--- src/mrtu_pkg.sv ---
// Shared types, status codes and the CRC-16 byte step for the Modbus RTU slave engine.
// No dependencies.
`timescale 1ns / 1ps

package mrtu_pkg;

  typedef struct packed {
    logic              opcode;
    logic [7:0]        rx_byte;
    logic signed [7:0] temperature;
    logic [6:0]        humidity;
    logic              sensor_ok;
  } in_t;

  typedef struct packed {
    logic [2:0] status;
    logic [7:0] tx_byte;
    logic       last;
  } out_t;

  // opcodes
  localparam logic OP_BYTE = 1'b0;
  localparam logic OP_TICK = 1'b1;

  // status codes
  localparam logic [2:0] ST_REPLY     = 3'd0;
  localparam logic [2:0] ST_ADDR_ERR  = 3'd1;
  localparam logic [2:0] ST_FUNC_ERR  = 3'd2;
  localparam logic [2:0] ST_CRC_ERR   = 3'd3;
  localparam logic [2:0] ST_TIMEOUT   = 3'd4;
  localparam logic [2:0] ST_SENSOR    = 3'd5;

  // configuration register indexes
  localparam logic [1:0] CFG_SLAVE_ADDR = 2'd0;
  localparam logic [1:0] CFG_FUNCTION   = 2'd1;
  localparam logic [1:0] CFG_TIMEOUT    = 2'd2;

  localparam logic [7:0] RST_SLAVE_ADDR = 8'h01;
  localparam logic [7:0] RST_FUNCTION   = 8'h03;
  localparam logic [7:0] RST_TIMEOUT    = 8'd10;

  localparam logic [15:0] CRC_INIT = 16'hFFFF;
  localparam logic [15:0] CRC_POLY = 16'hA001;

  localparam logic [7:0] REPLY_BYTE_COUNT = 8'd4;
  localparam logic [8:0] IDLE_MAX         = 9'd511;

  // Reflected CRC-16: fold in one byte, eight shift steps.
  function automatic logic [15:0] crc_feed(input logic [15:0] acc, input logic [7:0] b);
    logic [15:0] c;
    c = acc ^ {8'h00, b};
    for (int k = 0; k < 8; k++) begin
      if (c[0]) begin
        c = (c >> 1) ^ CRC_POLY;
      end else begin
        c = c >> 1;
      end
    end
    return c;
  endfunction

endpackage

--- src/modbus_rtu_slave_frame_engine.sv ---
// Modbus RTU slave frame engine: request buffer memory, frame checker, reply serializer.
// Depends on mrtu_pkg.
`timescale 1ns / 1ps
// A tick timeout status shows the next cycle. A complete frame passes S_CHK0, S_CHK1, S_CHK2
// (registered memory reads, one per state); S_CHK2 loads an error status once the output is
// free, or S_REPLY streams 9 beats, 1/cycle while out_ready holds. Input takes one item per
// cycle while frames fill (a timing-out tick needs a free output); it stalls in check and reply.
// Reset (rst_n low, synchronous): config to defaults, byte and idle counts cleared,
// output empty. The request memory is not cleared; entries are always written before read.

module modbus_rtu_slave_frame_engine (
  input  logic               clk,
  input  logic               rst_n,
  // input items
  input  logic               in_valid,
  output logic               in_ready,
  input  mrtu_pkg::in_t      in_data,
  // results
  output logic               out_valid,
  input  logic               out_ready,
  output mrtu_pkg::out_t     out_data,
  // configuration writes
  input  logic               cfg_valid,
  output logic               cfg_ready,
  input  logic [1:0]         cfg_index,
  input  logic [7:0]         cfg_data
);

  typedef enum logic [2:0] {
    S_RUN,    // collecting bytes and ticks
    S_CHK0,   // memory returns byte 0: address check
    S_CHK1,   // memory returns byte 1: function check
    S_CHK2,   // memory returns byte 6: CRC check and verdict
    S_REPLY   // streaming reply beats
  } state_t;

  state_t state_r;

  // config
  logic [7:0] slave_addr_r;
  logic [7:0] func_r;
  logic [7:0] timeout_r;

  // frame state
  logic [3:0]  byte_count_r;
  logic [8:0]  idle_r;
  logic [15:0] crc_r;        // request CRC while filling, reply CRC while streaming
  logic [7:0]  b7_r;         // last request byte, kept out of memory
  logic signed [7:0] temp_r;
  logic [6:0]  hum_r;
  logic        ok_r;
  logic        addr_ok_r;
  logic        func_ok_r;
  logic [3:0]  reply_idx_r;

  // output register
  logic           out_valid_r;
  mrtu_pkg::out_t out_data_r;

  // request buffer memory: one write port, one registered read port
  logic [7:0] req_mem [8];
  logic [7:0] rd_data_r;
  logic [2:0] rd_addr;
  logic       mem_we;

  logic       out_free;
  logic       in_fire;
  logic [8:0] idle_inc;
  logic       tick_timeout;
  logic [7:0] reply_byte;

  assign cfg_ready = 1'b1;
  assign out_valid = out_valid_r;
  assign out_data  = out_data_r;

  assign out_free = !out_valid_r || out_ready;

  assign idle_inc = (idle_r == mrtu_pkg::IDLE_MAX) ? idle_r : idle_r + 9'd1;
  assign tick_timeout = (in_data.opcode == mrtu_pkg::OP_TICK) && (byte_count_r != 4'd0) &&
                        (idle_inc > {1'b0, timeout_r});

  // Only a timing-out tick needs the output slot; in S_RUN everything else goes in freely.
  assign in_ready = (state_r == S_RUN) && (out_free || !tick_timeout);
  assign in_fire  = in_valid && in_ready;

  assign mem_we = in_fire && (in_data.opcode == mrtu_pkg::OP_BYTE) &&
                  (byte_count_r[2:0] != 3'd7);

  // Address 0 is read while idle so it is ready the cycle after the final byte.
  always_comb begin
    unique case (state_r)
      S_RUN:   rd_addr = 3'd0;
      S_CHK0:  rd_addr = 3'd1;
      default: rd_addr = 3'd6;
    endcase
  end

  always_ff @(posedge clk) begin
    if (mem_we) begin
      req_mem[byte_count_r[2:0]] <= in_data.rx_byte;
    end
    rd_data_r <= req_mem[rd_addr];
  end

  // reply byte for the current beat
  always_comb begin
    unique case (reply_idx_r)
      4'd0:    reply_byte = slave_addr_r;
      4'd1:    reply_byte = func_r;
      4'd2:    reply_byte = mrtu_pkg::REPLY_BYTE_COUNT;
      4'd3:    reply_byte = {8{temp_r[7]}};
      4'd4:    reply_byte = temp_r;
      4'd5:    reply_byte = 8'h00;
      4'd6:    reply_byte = {1'b0, hum_r};
      4'd7:    reply_byte = crc_r[7:0];
      4'd8:    reply_byte = crc_r[15:8];
      default: reply_byte = 8'h00;
    endcase
  end

  always_ff @(posedge clk) begin
    if (!rst_n) begin
      state_r      <= S_RUN;
      slave_addr_r <= mrtu_pkg::RST_SLAVE_ADDR;
      func_r       <= mrtu_pkg::RST_FUNCTION;
      timeout_r    <= mrtu_pkg::RST_TIMEOUT;
      byte_count_r <= 4'd0;
      idle_r       <= 9'd0;
      reply_idx_r  <= 4'd0;
      out_valid_r  <= 1'b0;
    end else begin
      if (cfg_valid) begin
        unique case (cfg_index)
          mrtu_pkg::CFG_SLAVE_ADDR: slave_addr_r <= cfg_data;
          mrtu_pkg::CFG_FUNCTION:   func_r       <= cfg_data;
          mrtu_pkg::CFG_TIMEOUT:    timeout_r    <= cfg_data;
          default: ;
        endcase
      end

      if (out_valid_r && out_ready) begin
        out_valid_r <= 1'b0;
      end

      unique case (state_r)
        S_RUN: begin
          if (in_fire) begin
            if (in_data.opcode == mrtu_pkg::OP_TICK) begin
              if (byte_count_r != 4'd0) begin
                if (tick_timeout) begin
                  byte_count_r <= 4'd0;
                  idle_r       <= 9'd0;
                  out_valid_r  <= 1'b1;
                  out_data_r   <= '{status: mrtu_pkg::ST_TIMEOUT, tx_byte: 8'h00, last: 1'b1};
                end else begin
                  idle_r <= idle_inc;
                end
              end
            end else begin
              idle_r <= 9'd0;
              if (byte_count_r == 4'd0) begin
                crc_r <= mrtu_pkg::crc_feed(mrtu_pkg::CRC_INIT, in_data.rx_byte);
              end else if (byte_count_r < 4'd6) begin
                crc_r <= mrtu_pkg::crc_feed(crc_r, in_data.rx_byte);
              end
              if (byte_count_r[2:0] == 3'd7) begin
                byte_count_r <= 4'd0;
                b7_r         <= in_data.rx_byte;
                temp_r       <= in_data.temperature;
                hum_r        <= in_data.humidity;
                ok_r         <= in_data.sensor_ok;
                state_r      <= S_CHK0;
              end else begin
                byte_count_r <= byte_count_r + 4'd1;
              end
            end
          end
        end
        S_CHK0: begin
          addr_ok_r <= (rd_data_r == slave_addr_r);
          state_r   <= S_CHK1;
        end
        S_CHK1: begin
          func_ok_r <= (rd_data_r == func_r);
          state_r   <= S_CHK2;
        end
        S_CHK2: begin
          // checks in order: address, function, CRC, sensor
          if (!addr_ok_r || !func_ok_r || (rd_data_r != crc_r[7:0]) ||
              (b7_r != crc_r[15:8]) || !ok_r) begin
            if (out_free) begin
              out_valid_r <= 1'b1;
              out_data_r.tx_byte <= 8'h00;
              out_data_r.last    <= 1'b1;
              priority if (!addr_ok_r) begin
                out_data_r.status <= mrtu_pkg::ST_ADDR_ERR;
              end else if (!func_ok_r) begin
                out_data_r.status <= mrtu_pkg::ST_FUNC_ERR;
              end else if ((rd_data_r != crc_r[7:0]) || (b7_r != crc_r[15:8])) begin
                out_data_r.status <= mrtu_pkg::ST_CRC_ERR;
              end else begin
                out_data_r.status <= mrtu_pkg::ST_SENSOR;
              end
              state_r <= S_RUN;
            end
          end else begin
            reply_idx_r <= 4'd0;
            state_r     <= S_REPLY;
          end
        end
        S_REPLY: begin
          if (out_free) begin
            out_valid_r <= 1'b1;
            out_data_r  <= '{status: mrtu_pkg::ST_REPLY, tx_byte: reply_byte,
                             last: (reply_idx_r == 4'd8)};
            // reply CRC accumulates over the first seven beats
            if (reply_idx_r == 4'd0) begin
              crc_r <= mrtu_pkg::crc_feed(mrtu_pkg::CRC_INIT, reply_byte);
            end else if (reply_idx_r < 4'd7) begin
              crc_r <= mrtu_pkg::crc_feed(crc_r, reply_byte);
            end
            if (reply_idx_r == 4'd8) begin
              state_r <= S_RUN;
            end else begin
              reply_idx_r <= reply_idx_r + 4'd1;
            end
          end
        end
        default: state_r <= S_RUN;
      endcase
    end
  end

endmodule

--- config.mk ---
export PLATFORM = sky130hd
export DESIGN_NAME = modbus_rtu_slave_frame_engine
export DESIGN_NICKNAME = d
export VERILOG_FILES = /design/src/mrtu_pkg.sv /design/src/modbus_rtu_slave_frame_engine.sv
export SDC_FILE = /design/constraint.sdc
export NUM_CORES = 1
export LEC_CHECK = 0
export BUFFER_PORTS_ARGS = -buffer_cell sky130_fd_sc_hd__buf_4
export CAP_MARGIN = 20
export CORE_UTILIZATION = 50
export DETAILED_ROUTE_END_ITERATION = 10
export GPL_TIMING_DRIVEN = 0
export HOLD_SLACK_MARGIN = 0.06
export PLACE_DENSITY = 0.77
export SYNTH_ARGS = -nofsm -noshare
export SYNTH_HDL_FRONTEND = slang
export SYNTH_SLANG_ARGS = --single-unit
--- constraint.sdc ---
create_clock -name clk -period 4.5 [get_ports clk]
set_input_delay 0.9 -clock clk [delete_from_list [all_inputs] [get_ports clk]]
set_output_delay 0.9 -clock clk [all_outputs]
set_load 0.01 [all_outputs]
# == Word-level counts from Yosys, hierarchy flattened ==
# Memories as Yosys holds them, arrays and structs flattened. A register that Yosys moved wholly into a read port is not among the register bits.
# Index checks and enable logic that the tools add are counted.
# W data, S select, Z words.
# totals
mem_bits_rw,64
out_inout_bits,15
mem_count,1
elab_cells,361
input_bits,40
reg_bits,99
# classes
reduce_logical,39
n_bitwise,37
n_mux,223
order_cmp,3
eq_ne,37
addsub,3
# memory_table
memory,depth,width,rd,rd_clocked_by_memory_dff,wr,line,rtl
req_mem,8,8,1,1,1,modbus_rtu_slave_frame_engine.sv:61,logic [7:0] req_mem [8];
# ops
op,count
$mux W16,179
$not A2 Y3,32
$mux W12,7
$pmux W8 S8,1
$mux W9,4
$pmux W12 S3,1
$not A8 Y16,2
$pmux W16 S2,1
$xor A16 B8 Y16,2
$mux W3,10
$mux W4,7
$ne A2 B2 Y1 const B,10
$eq A8 B8 Y1,2
$ne A8 B8 Y1,2
$pmux W3 S5,1
$eq A4 B3 Y1 const B,3
$reduce_and A2 Y1,5
$add A9 B1 Y9 const B,1
$eq A9 B9 Y1 const B,1
$gt A9 B8 Y1,1
$mux W1,9
$ne A3 B3 Y1 const B,3
$reduce_and A9 Y1,1
$add A4 B1 Y4 const B,2
other kinds (29),55

# == Logic depth before layout (Yosys ltp) ==
# Gate-level depths: netlist (run 1).
# logic_depth
word_depth,66
mapped_depth,14
ltp_nobuf,14

# == Worst setup path before layout (run 1) ==
# No wires, ideal clock.
# synth_timing
path_kind,register to register
from,register idle_r[0]
to,"register out_data_r (netlist bit out_data[0]), enable pin"
synth_period_minus_slack_ns,4.200
required_time_ns,4.087
path_stages_with_launch,14
setup_time_ns,0.413
n_path_buf,0
setup_slack_ns,0.300
arrival_ns,3.787
cell_sequence,dfxtp_1 -> ha_1 -> nand3_1 -> nor2_1 -> nand2_1 -> mux2_2 -> ha_1 -> nand4_1 -> o221ai_1 -> a31oi_1 -> o21ai_0 -> nand3_1 -> o21ai_0 -> nor4bb_1
# synth_between
elab_chain_cells,10
elab_cells_between_ends,12
cone_classes,add/sub (1); order compare (1); eq/ne (3); mux (1); reduce/logical (6)
# synth_rtl
element,line,rtl
start: declaration,modbus_rtu_slave_frame_engine.sv:46,logic [8:0] idle_r;
start signal: assignment,modbus_rtu_slave_frame_engine.sv:156,idle_r <= idle_inc;
$add A9 B1 Y9 or $eq A9 B9 Y1 (tied branches),modbus_rtu_slave_frame_engine.sv:78,assign idle_inc = (idle_r == mrtu_pkg::IDLE_MAX) ? idle_r : idle_r + 9'd1;
$mux W9 *,modbus_rtu_slave_frame_engine.sv:78,
$gt A9 B8 Y1 *,modbus_rtu_slave_frame_engine.sv:80,"(idle_inc > {1'b0, timeout_r});"
$logic_and A1 B1 Y1 *,modbus_rtu_slave_frame_engine.sv:79,assign tick_timeout = (in_data.opcode == mrtu_pkg::OP_TICK) && (byte_count_r != 4'd0) &&
$logic_not A1 Y1,modbus_rtu_slave_frame_engine.sv:83,assign in_ready = (state_r == S_RUN) && (out_free || !tick_timeout);
$logic_or A1 B1 Y1,modbus_rtu_slave_frame_engine.sv:83,
$logic_and A1 B1 Y1,modbus_rtu_slave_frame_engine.sv:83,
$logic_and A1 B1 Y1,modbus_rtu_slave_frame_engine.sv:84,assign in_fire = in_valid && in_ready;
$ne A2 B2 Y1 (no source line),-,
$reduce_and A9 Y1 (no source line) *,-,
end signal: assignment,modbus_rtu_slave_frame_engine.sv:154,"out_data_r <= '{status: mrtu_pkg::ST_TIMEOUT, tx_byte: 8'h00, last: 1'b1};"
end signal: assignment,modbus_rtu_slave_frame_engine.sv:214,"out_data_r <= '{status: mrtu_pkg::ST_REPLY, tx_byte: reply_byte,"
end: declaration,modbus_rtu_slave_frame_engine.sv:58,mrtu_pkg::out_t out_data_r;
# Mark *: on every way between the ends. The rest lies on a longest branch, timed or not.
# A chain may end at the register's enable or synchronous reset.

# == Final worst setup path (run 1) ==
# layout_timing
from,register idle_r[0]
to,output in_ready
# layout_between
elab_chain_cells,7
elab_cells_between_ends,8
cone_classes,add/sub (1); order compare (1); eq/ne (1); mux (1); reduce/logical (4)
# layout_rtl
element,line,rtl
$add A9 B1 Y9 or $eq A9 B9 Y1 (tied branches),modbus_rtu_slave_frame_engine.sv:78,
$mux W9 *,modbus_rtu_slave_frame_engine.sv:78,
$gt A9 B8 Y1 *,modbus_rtu_slave_frame_engine.sv:80,
$logic_and A1 B1 Y1 *,modbus_rtu_slave_frame_engine.sv:79,
$logic_not A1 Y1 *,modbus_rtu_slave_frame_engine.sv:83,
$logic_or A1 B1 Y1 *,modbus_rtu_slave_frame_engine.sv:83,
$logic_and A1 B1 Y1 *,modbus_rtu_slave_frame_engine.sv:83,
end: declaration,modbus_rtu_slave_frame_engine.sv:16,"output logic in_ready,"
# Marks and branches as above.

==> insert_results.sql, run 1 <==
INSERT INTO impl_metrics (metric_group, metric, value, unit) VALUES
('outcome', 'status', 'finished, final reports clean', ''),
('die', 'initial_utilization', '51.5', '%'),
('grt', 'grt_first_pass_wirelength', '27.8', 'mm'),
('logic_synthesis', 'post_synth_inst_count', '656', ''),
('drt', 'detail_route.wirelength', '17.5', 'mm'),
('final_layout', 'filler_cell_count', '1106', ''),
('worst_setup_path', 'crit_path_kind', 'flip-flop to output port', ''),
('worst_setup_path', 'reg2regPathDepth', '15', ''),
('logic_synthesis', 'post_synth.cell_area_avg', '10.5', 'um^2'),
('die', 'die-width', '119', 'um'),
('final_layout', 'finalNetCount', '790', ''),
('final_layout', 'multi_input_comb_area', '3270', 'um^2'),
('sta', 'post-route-period-util', '94.9', '%'),
('logic_synthesis', 'number_of_synthesized_flops_with_an_enable_pin', '78', ''),
('drt', 'detail_route.wl_per_cell', '19.0', 'um'),
('logic_synthesis', 'syn-num-nets', '712', ''),
('clock_tree', 'cts_buffers', '17', ''),
('logic_synthesis', 'fraction_of_post_synthesis_cell_area_in_the_top_cell_type_by_area', '34.1', '%'),
('grt', 'grt_remaining_overflow', '0', ''),
('final_layout', 'postLayoutCoreUtil', '60.8', '%'),
('drt', 'drt_pre_antenna_iters', '5', ''),
('sta', 'least_margin_pin_slew', '0.823', 'ns'),
('logic_synthesis', 'synth.lib_cells_used.distinct', '61', ''),
('die', 'core_area', '13300', 'um^2'),
('drt', 'drc', '0', ''),
('final_layout', 'syn_to_final_growth', '18.1', '%'),
('placement', 'port_buffers', '52', ''),
('sta', 'post-route-worst-setup-slack', '0.230', 'ns'),
('power', 'cellLeakagePower', '0.00300', 'uW'),
('placement', 'post_dp_hpwl', '12.9', 'mm'),
('clock_tree', 'clockRootBuffer', 'clkbuf_16', ''),
('worst_setup_path', 'cp_data_required_time', '3.60', 'ns'),
('placement', 'pre_cts_ws', '0.335', 'ns'),
('drt', 'drt_antenna_net_count', '0', ''),
('drt', 'via_per_inst', '5.76', ''),
('sta', 'final-setup-viol-count', '0', ''),
('die', 'die_area', '14200', 'um^2'),
('logic_synthesis', 'netlist_top_cells_area', 'edfxtp_1 (34%), dfxtp_1 (15%), xnor2_1 (8.4%)', ''),
('power', 'totalPowerFinal', '2830', 'uW'),
('worst_setup_path', 'worst_path_max_delay_cell', 'dfxtp_2', ''),
('clock_tree', 'tritoncts', 'yes', ''),
('sta', 'slew_viol_final', '0', ''),
('worst_setup_path', 'cp_cell_sequence', 'ha_1, nand3_1, nor2_2, a21oi_1, nand2_1, xnor2_1, ha_1, nand4_1, o221ai_1, a31oi_2, o21ai_1, nand3_1, o21a_1, buf_4', ''),
('power', 'peakVddDrop', '0.281', 'mV'),
('logic_synthesis', 'synth_async_sr_flop_share', '0', '%'),
('grt', 'grt_start_max_net_pins', '25', ''),
('logic_synthesis', 'ys_ff_latch', '131', ''),
('sta', 'setup_total_negative_slack', '0', 'ns'),
('hold_path', 'timing.hold.worst.start', 'req_mem[6][5]', ''),
('grt', 'grt_antenna_before_repair', '0', ''),
('sta', 'max_slew_margin', '44.7', '%'),
('die', 'core.rowCount', '42', ''),
('sta', 'grt_setup_unrepaired', 'no', ''),
('worst_setup_path', 'crit_path_end_kind', 'output port', ''),
('hold_path', 'hold_path_class', 'flip-flop to flip-flop', ''),
('clock_tree', 'cts_setup_buffers', '0', ''),
('grt', 'groute.usage.overall', '26.1', '%'),
('clock_tree', 'clkTransAtPathRegs', '0.06', 'ns'),
('logic_synthesis', 'netlist_area', '6870', 'um^2'),
('worst_setup_path', 'critical_path.reg2reg.endpoint', 'out_data[2]', ''),
('clock_tree', 'clock_path_buffers', '2', ''),
('logic_synthesis', 'synth.most_common_cell', 'edfxtp_1', ''),
('placement', 'detailed_place.area', '7550', 'um^2'),
('drt', 'dr.first_iter.drc_count', '513', ''),
('sta', 'timing.final.hold_violations', '0', ''),
('worst_setup_path', 'critical_path.startpoint', 'idle_r[0]', ''),
('clock_tree', 'clock-sinks', '131', ''),
('sta', 'final.min_clock_period', '4.27', 'ns'),
('worst_setup_path', 'r2r_start', 'idle_r[0]', ''),
('grt', 'via_count_of_the_first_global_routing_pass', '5212', ''),
('drt', 'via_count', '5316', '');
-- report_power, final --
part | total (uW) | internal, uW | leakage (uW) | switching [uW]
clock | 1230 | 706 | 0.000265 | 519
combinational | 275 | 131 | 0.00158 | 144
sequential | 1330 | 1300 | 0.00115 | 27.2
total | 2830 | 2140 | 0.00300 | 690
-- logic make-up after synthesis --
group	count (synthesis)	synth area share (%)
simple gates	224	16.3
flops	131	49.5
compound gates	117	10.8
xor+xnor	87	12.1
buf+inv	46	3.37
mux	34	4.97
fa+ha+maj	16	2.91
other cells	1	0.0546
-- worst max-delay path, delay by kind of cell, from the launching register on --
kind	cells	cell delay, ns
AND/OR/NAND/NOR	5	0.57
buffers and inverters	1	0.14
flip-flops	1	0.35
adder cells (fa/ha/maj)	2	0.59
AO/OA/AOI/OAI	5	1.10
XOR/XNOR	1	0.18
-- how the worst min path moves through the flow --
stage	end	slack [ns]	depth (start not counted)
5_1_grt	rd_data_r[2]	0.48	2
4_1_cts	rd_data_r[5]	0.45	2
6_report	rd_data_r[5]	0.44	2
2_1_floorplan	rd_data_r[0]	0.42	2
3_5_place_dp	rd_data_r[5]	0.44	2
3_3_place_gp	rd_data_r[0]	0.43	2
-- state kept, by name (all words and copies together), names as in the netlist, 3 cells and up --
name,flops
req_mem,24
crc_r,16
out_data,12
idle_r,9
b7_r,8
func_r,8
rd_data_r,8
slave_addr_r,8
temp_r,8
timeout_r,8
hum_r,7
byte_count_r,4
reply_idx_r,4
state_r,3
-- cell type report --
| type | count | area share (%) |
|---|---|---|
| flip-flops and latches | 131 | 42.0 |
| multi-input cells | 479 | 40.3 |
| repair buffers | 59 | 5.77 |
| clock buffers | 20 | 5.41 |
| well taps | 176 | 2.71 |
| plain buffers | 33 | 2.25 |
| clock inverters | 12 | 1.02 |
| inverters | 13 | 0.601 |
-- timing repair --
action,CTS,global route
gates resized for setup,0,5
setup endpoints to repair,0,9
hold endpoints to repair,0,0
-- cells in the final DEF, fill, tap and decap left out, drive strengths merged, types with 6 or more instances in the layout --
cell,count
edfxtp,78
buf,71
xnor2,66
nand2,58
dfxtp,53
nor2,51
o21ai,42
clkbuf,41
mux2i,33
a21oi,28
nand3,27
nor2b,21
xor2,16
ha,16
inv,16
nand4,15
nand2b,9
a222oi,8
nor3,8
clkinv,8
o22ai,7
or3,7
a21boi,7
and2,7
a22oi,6
-- metal layers --
layer	track usage (%)	wire (um)	share of wire, %
met3	6.47	1150	6.6
met2	40.8	8180	47
met5	0	0	0
met1	34.4	7620	44
met4	11.5	558	3.2
-- stage by stage --
stage               std cells  hold WS [ns]
detailed placement        889         0.435
floorplan                 656         0.418
finish                    923         0.440
global placement          884         0.426
CTS                       921         0.445
global route              923         0.479
No activity file was read; power rests on OpenSTA's default activity.
==> inputs of run 2 (changes only) <==
--- a/config.mk
+++ b/config.mk
@@ -12,6 +12,7 @@
 export GPL_TIMING_DRIVEN = 0
 export HOLD_SLACK_MARGIN = 0.06
 export PLACE_DENSITY = 0.77
+export RECOVER_POWER = 25
 export SYNTH_ARGS = -nofsm -noshare
 export SYNTH_HDL_FRONTEND = slang
 export SYNTH_SLANG_ARGS = --single-unit
==> run 2 against run 1 <==
Design area down 0.46%. Global-route usage unchanged. Non-clock buffer count is the same. Via count decreased by 0.41%. Power about the same. Routed wire length grew 0.22%. Sequential share of layout area grew 0.19 points. Sequential power barely moved. Fmax grew 0.72%. Clock power is essentially flat. Final cell count unchanged. Largest power group unchanged.
==> insert_results.sql, run 2 (same netlist as run 1, synthesis figures left out) <==
INSERT INTO impl_metrics (metric_group, metric, value, unit) VALUES
('outcome', 'status', 'finished, final reports clean', ''),
('worst_setup_path', 'critical_path.reg2reg.endpoint', 'out_data[2]', ''),
('worst_setup_path', 'cp_data_arrival_time', '3.34', 'ns'),
('hold_path', 'timing.hold.worst.start', 'req_mem[6][5]', ''),
('hold_path', 'worstHoldPathCells', '2', ''),
('final_layout', 'filler_cell_count', '1115', ''),
('worst_setup_path', 'reg2regPathDepth', '15', ''),
('final_layout', 'drive_above_1_share', '14.9', '%'),
('sta', 'post-route-worst-setup-slack', '0.261', 'ns'),
('worst_setup_path', 'cp-start-kind', 'flip-flop', ''),
('die', 'floorplan.io_pins', '55', ''),
('final_layout', 'leading_cell_type_in_the_layout_fill_and_taps_excluded', 'edfxtp_1', ''),
('clock_tree', 'clk_latency', '0.43', 'ns'),
('hold_path', 'hold_path_class', 'flip-flop to flip-flop', ''),
('placement', 'post_dp_hpwl', '12.9', 'mm'),
('power', 'power.density_cell_area', '350', 'nW/um^2'),
('die', 'core_area', '13300', 'um^2'),
('grt', 'grt_first_pass_wirelength', '27.8', 'mm'),
('die', 'die_area', '14200', 'um^2'),
('grt', 'grt_antenna_before_repair', '0', ''),
('drt', 'drt_antenna_net_count', '0', ''),
('power', 'peakVddDrop', '0.279', 'mV'),
('sta', 'slew_viol_final', '0', ''),
('flow_run', 'max_cap_viol_count', '0', ''),
('grt', 'via_count_of_the_first_global_routing_pass', '5212', ''),
('clock_tree', 'clock_path_buffers', '2', ''),
('clock_tree', 'clockRootBuffer', 'clkbuf_16', ''),
('drt', 'dr.first_iter.drc_count', '528', ''),
('sta', 'final.min_clock_period', '4.24', 'ns'),
('drt', 'drc', '0', ''),
('placement', 'detailed_place.area', '7550', 'um^2'),
('power', 'combinationalPowerShare', '9.6', '%'),
('grt', 'grt_remaining_overflow', '0', ''),
('grt', 'groute.usage.overall', '26.1', '%'),
('sta', 'timing.final.hold_violations', '0', ''),
('power', 'power.internal', '2130', 'uW'),
('clock_tree', 'cts.hold.buffers_added', '0', ''),
('worst_setup_path', 'cp_data_required_time', '3.60', 'ns'),
('die', 'die_h', '119', 'um'),
('final_layout', 'finalNetCount', '790', ''),
('power', 'cellLeakagePower', '0.00296', 'uW'),
('worst_setup_path', 'r2r_start', 'idle_r[0]', ''),
('final_layout', 'largest_register_ffs', '24', ''),
('clock_tree', 'cts-htree-levels', '4', ''),
('sta', 'grt_setup_unrepaired', 'no', ''),
('die', 'initial_utilization', '51.5', '%'),
('placement', 'gp_congestion', '0.943', ''),
('clock_tree', 'clkTransAtPathRegs', '0.06', 'ns'),
('power', 'share_seq_of_total_power', '46.9', '%'),
('drt', 'via_count', '5294', ''),
('sta', 'holdWs', '0.444', 'ns'),
('final_layout', 'syn_to_final_growth', '17.6', '%'),
('drt', 'detail_route.wirelength', '17.5', 'mm'),
('clock_tree', 'clock-sinks', '131', ''),
('sta', 'post-route-period-util', '94.2', '%'),
('final_layout', 'antennaDiodeCount', '0', ''),
('drt', 'drt_pre_antenna_iters', '7', ''),
('grt', 'grt_start_max_net_pins', '25', ''),
('sta', 'final-setup-viol-count', '0', ''),
('drt', 'detail_route.wl_per_cell', '19.0', 'um'),
('power', 'clock_share_of_power', '43.5', '%'),
('placement', 'pre_cts_ws', '0.335', 'ns'),
('worst_setup_path', 'rrSetupSlack', '0.56', 'ns'),
('final_layout', 'stdcell_area', '8080', 'um^2'),
('drt', 'via_per_inst', '5.74', ''),
('final_layout', 'mostFrequentLayoutCells', 'edfxtp_1 (78), xnor2_1 (66), nand2_1 (57)', ''),
('worst_setup_path', 'crit_path_kind', 'flip-flop to output port', ''),
('sta', 'fin_skew', '0.00912', 'ns'),
('worst_setup_path', 'worstPathMaxFanout', '5', ''),
('sta', 'least_margin_pin_slew', '0.815', 'ns'),
('placement', 'port_buffers', '52', ''),
('power', 'switching_power', '693', 'uW'),
('clock_tree', 'cts_buffers', '17', ''),
('clock_tree', 'tritoncts', 'yes', ''),
('sta', 'clock.fmax', '0.236', 'GHz'),
('power', 'switching_share', '24.5', '%'),
('die', 'core.rowCount', '42', ''),
('hold_path', 'min_delay_worst_endpoint', 'rd_data_r[5]', ''),
('worst_setup_path', 'crit_path_end_kind', 'output port', ''),
('die', 'die-width', '119', 'um'),
('sta', 'max_slew_margin', '45.2', '%');
[run 2: stage by stage]
stage,setup TNS [ns],total power [uW],instances,util (%)
global route,0,2910,923,60.5
global placement,-7.25,1610,884,56.0
CTS,0,2840,921,60.4
detailed placement,0,1620,889,56.5
floorplan,0,1520,656,-
finish,0,2820,923,60.5
[run 2: layout make-up]
class,count,area (um^2),share of cell area [%]
Timing Repair Buffer,59,430,5.33
Tap cell,176,220,2.73
Sequential cell,131,3400,42.1
Clock inverter,12,82.6,1.02
Inverter,13,48.8,0.604
Clock buffer,20,439,5.44
Buffer,33,183,2.26
Multi-Input combinational cell,479,3270,40.5
[run 2: critical path, cell delays in order, from the launching register on]
cell and delay, ns:
dfxtp_2 0.35, ha_1 0.25, nand3_1 0.11, nor2_2 0.06, a21oi_1 0.25, nand2_1 0.10
xnor2_1 0.18, ha_1 0.34, nand4_1 0.13, o221ai_1 0.22, a31oi_2 0.17, o21ai_1 0.24
nand3_1 0.16, o21a_1 0.21, buf_4 0.14
[run 2: how the worst max path moves through the flow]
stage / from / end / slack, ns / cells after the start
2_1_floorplan: idle_r[0] / out_data[0] / 0.30 / 13
3_3_place_gp: idle_r[0] / out_data[8] / -0.60 / 13
3_5_place_dp: idle_r[0] / out_data[4] / 0.34 / 14
4_1_cts: idle_r[0] / in_ready / 0.01 / 13
5_1_grt: idle_r[1] / in_ready / 0.03 / 14
6_report: idle_r[0] / in_ready / 0.26 / 14
[run 2: power by group through the flow]
stage,sequential (uW),combinational [uW],clock [uW]
3_5_place_dp,1350,269,0
2_1_floorplan,1340,184,0
3_3_place_gp,1350,256,0
5_1_grt,1330,292,1290
4_1_cts,1330,272,1240
6_report,1330,270,1230
[run 2: timing repair]
| action | CTS | global route |
|---|---|---|
| endpoints found under the setup margin | 0 | 9 |
| setup buffers | 0 | 0 |
| hold endpoints to repair | 0 | 0 |
| gates resized for setup | 0 | 5 |
[run 2: per-layer routing]
metal	routed length (um)	vias up	global-route usage, %
li1	-	2513	-
met5	0	-	0
met1	7600	2499	34.4
met3	1210	50	6.47
met2	8210	232	40.8
met4	524	0	11.5
